===== config.mk =====
export PLATFORM = sky130hd
export DESIGN_NAME = poab_mix
export DESIGN_NICKNAME = d
export VERILOG_FILES = /design/src/rtl/poab_pkg.sv /design/src/rtl/poab_mix.sv
export SDC_FILE = /design/constraint.sdc
export NUM_CORES = 1
export LEC_CHECK = 0
export ABC_AREA = 1
export BUFFER_PORTS_ARGS = -buffer_cell sky130_fd_sc_hd__buf_2
export CORE_ASPECT_RATIO = 0.6
export CORE_UTILIZATION = 40
export DETAILED_ROUTE_END_ITERATION = 8
export SLEW_MARGIN = 20
export SYNTH_ARGS = -nofsm -noshare
export SYNTH_HDL_FRONTEND = slang
export SYNTH_SLANG_ARGS = --single-unit

===== constraint.sdc =====
create_clock -name vclk -period 7.1
set_clock_uncertainty 0.1 [all_clocks]
set_input_delay 0.71 -clock vclk [all_inputs]
set_output_delay 0.71 -clock vclk [all_outputs]
set_load 0.02 [all_outputs]

===== src/rtl/poab_pkg.sv =====
// Shared types and constants for the positioned overlay alpha blend mixer.
package poab_pkg;

    localparam int OVERLAY_MAX_SIDE = 128;
    localparam int OVL_IDX_W        = $clog2(OVERLAY_MAX_SIDE);
    localparam int OVL_ADDR_W       = 2 * OVL_IDX_W;
    localparam int OVL_DEPTH        = OVERLAY_MAX_SIDE * OVERLAY_MAX_SIDE;

    localparam int POS_W      = 12;
    localparam int COORD_W    = 13;
    localparam int DELTA_W    = 14;
    localparam int CHAN_W     = 8;
    localparam int SIDE_W     = 8;
    localparam int CFG_IDX_W  = 3;
    localparam int CFG_DATA_W = 13;
    localparam int WORD_W     = 4 * CHAN_W;

    typedef enum logic {
        KIND_LOAD = 1'b0,
        KIND_BASE = 1'b1
    } t_kind;

    typedef enum logic [CFG_IDX_W-1:0] {
        CFG_FRAME_WIDTH   = 3'd0,
        CFG_FRAME_HEIGHT  = 3'd1,
        CFG_WINDOW_LEFT   = 3'd2,
        CFG_WINDOW_TOP    = 3'd3,
        CFG_WINDOW_WIDTH  = 3'd4,
        CFG_WINDOW_HEIGHT = 3'd5
    } t_cfg_idx;

    typedef struct packed {
        t_kind             kind;
        logic [POS_W-1:0]  pos_col;
        logic [POS_W-1:0]  pos_row;
        logic [CHAN_W-1:0] blue;
        logic [CHAN_W-1:0] green;
        logic [CHAN_W-1:0] red;
        logic [CHAN_W-1:0] alpha;
    } t_in_beat;

    typedef struct packed {
        logic [CHAN_W-1:0] out_blue;
        logic [CHAN_W-1:0] out_green;
        logic [CHAN_W-1:0] out_red;
        logic [CHAN_W-1:0] out_alpha;
        logic              covered;
    } t_out_beat;

endpackage


===== src/rtl/poab_mix.sv =====
// One color channel of the overlay blend: multiply, round and select.
module poab_mix
    import poab_pkg::*;
(
    input  logic [CHAN_W-1:0] i_ovl,
    input  logic [CHAN_W-1:0] i_base,
    input  logic [CHAN_W-1:0] i_alpha,
    output logic [CHAN_W-1:0] o_mix
);

    localparam logic [CHAN_W-1:0] ALPHA_NONE = '0;
    localparam logic [CHAN_W-1:0] ALPHA_FULL = '1;
    localparam int                SUM_W      = 2 * CHAN_W + 1;

    logic [SUM_W-1:0] sum;

    always_comb begin
        sum = SUM_W'(i_ovl) * SUM_W'(i_alpha)
            + SUM_W'(i_base) * SUM_W'(ALPHA_FULL - i_alpha)
            + SUM_W'(1 << (CHAN_W - 1));
        if (i_alpha == ALPHA_NONE) begin
            o_mix = i_base;
        end else if (i_alpha == ALPHA_FULL) begin
            o_mix = i_ovl;
        end else begin
            o_mix = sum[2*CHAN_W-1:CHAN_W];
        end
    end

endmodule


==> qor.csv <==
metric;value;unit
Avg Cell Area, Syn;7.00;µm²
die area;12800;µm²
drt total wl;13300;µm
Hold Crit Endpoint;o_mix[5];
Mapped Area;4950;µm²
# rows;31;
area delta synth->final;6.04;%
final setup TNS;0;ns
largest net degree at the start of global routing;18;
I/O pins;32;
status;completed;
Tmin final;6.71;ns
CP dominant cell by count;nand2_1;
vias per cell;4.80;
initial drt markers;328;
hpwl dp;11700;µm
post-route setup slack;0.392;ns
hold crit path type;in -> out;
final hold violation count;0;
period utilisation layout;94.5;%
Initial Utilization;41.0;%
WHS Path Cells;4;
RD Place Congestion;0.893;
CP Max Fanout;12;
Max stage delay on crit path;0.54;ns
Critical Path Sink Type;output pin;
Post-Layout Inst Area;5250;µm²
total of max-cap violations;0;
Final Setup Violations;0;
CP required;6.29;ns
Storage cell area;0;µm²
Antenna Violating Nets Remaining;0;
seq_cells;0;
worst slew pin tran;0.745;ns
first-pass GRT wire length;22600;µm
Slew Limit Fails;0;
most common cell after layout, fill and taps aside;inv_1;
vias in the first global route;4265;
Worst EP arrival;5.90;ns
Total GRT Usage;22.7;%
commonest cells after routing, fill and taps aside;228 x inv_1, 198 x nand2_1, 95 x fa_1, 68 x ha_1, 43 x nor2_1;
CP max-delay cell;fa_1;
syn_nets;894;
pre-CTS setup slack;0.453;ns
clock buffers;0;
Resize count post-CTS;0;
fin nets;911;
CP Class;in -> out;
Inserted Diodes;0;
drt drc;0;
Setup crit start kind;primary input;
Fmax;149;MHz
synth warn;0;
min-delay src;i_base[5];
chip height;88.2;µm
DP Area;5250;µm²
Synth cell types;18;
gr ovfl total;0;
antenna violations before repair;0;
Synth Instances;707;
relative max-transition margin;50.0;%
post-CTS setup buffer count;0;
placeable core region;12100;µm²
via count;4254;
sequential share of the synthesized area;0;%
Buffers on Ports;32;
DRT Pass-1 Iters;4;
RSZ-0062 raised after global routing;false;
crit path buf inv count;9;
Die Span X;146;µm
CP top delay family;adder cells;
Post-CTS Hold Fix Bufs;0;
wire length per cell;15.0;µm
share of cells above drive strength 1;5.40;%
==> through the flow <==
stage / instances / util [%] / hold slack (ns)
2_1_floorplan: 707 / - / 1.49
3_3_place_gp: 887 / 43.5 / 1.78
3_5_place_dp: 887 / 43.5 / 1.78
4_1_cts: 887 / 43.5 / 1.78
5_1_grt: 887 / 43.5 / 1.80
6_report: 887 / 43.5 / 1.78
==> worst max-delay path by stage <==
stage | startpoint | endpoint | cells past startpoint
after detailed placement | i_alpha[2] | o_mix[3] | 26
after global placement | i_alpha[2] | o_mix[7] | 25
after CTS | i_alpha[2] | o_mix[3] | 24
after floorplan | i_alpha[6] | o_mix[7] | 23
final | i_alpha[2] | o_mix[3] | 26
after global routing | i_alpha[2] | o_mix[3] | 26
==> per-layer routing <==
layer  up-vias  GRT usage [%]  part of all wire, %
met1      2073           36.6                   52
met5         -              0                    0
li1       2029              -                    -
met3         2           2.45                  8.3
met4         0          0.574                 0.25
met2       150           34.0                   39
==> cells by family (layout without fill, tap and decap cells) <==
logic type	count (synthesis)	after routing	synth area share (%)
simple gates	284	284	24.0
buf+inv	249	264	19.0
fa+ha+maj	163	163	55.6
compound gates	9	9	1.01
xor+xnor	2	2	0.354
==> cell usage after synthesis (all sizes together) <==
master	count	area (µm²)
inv	231	867
nand2	199	754
fa	95	1900
ha	68	851
nor2	43	161
nand3	26	130
clkbuf	16	60.1
nand3b	9	67.6
a21oi	7	35.0
nor4	4	55.1
nand4	3	18.8
a21o	2	15.0
buf	2	15.0
xnor2	1	8.76
xor2	1	8.76
==> layout make-up <==
| class | instances | area [µm²] |
|---|---|---|
| timing repair buffer | 33 | 168 |
| inverter | 231 | 867 |
| multi-input combinational | 458 | 4010 |
| fill | 1259 | 6810 |
| tap | 165 | 206 |
Power is left out: the tool's default activity adds up to more than one toggle a clock period on the data nets, which glitch-free logic cannot reach.
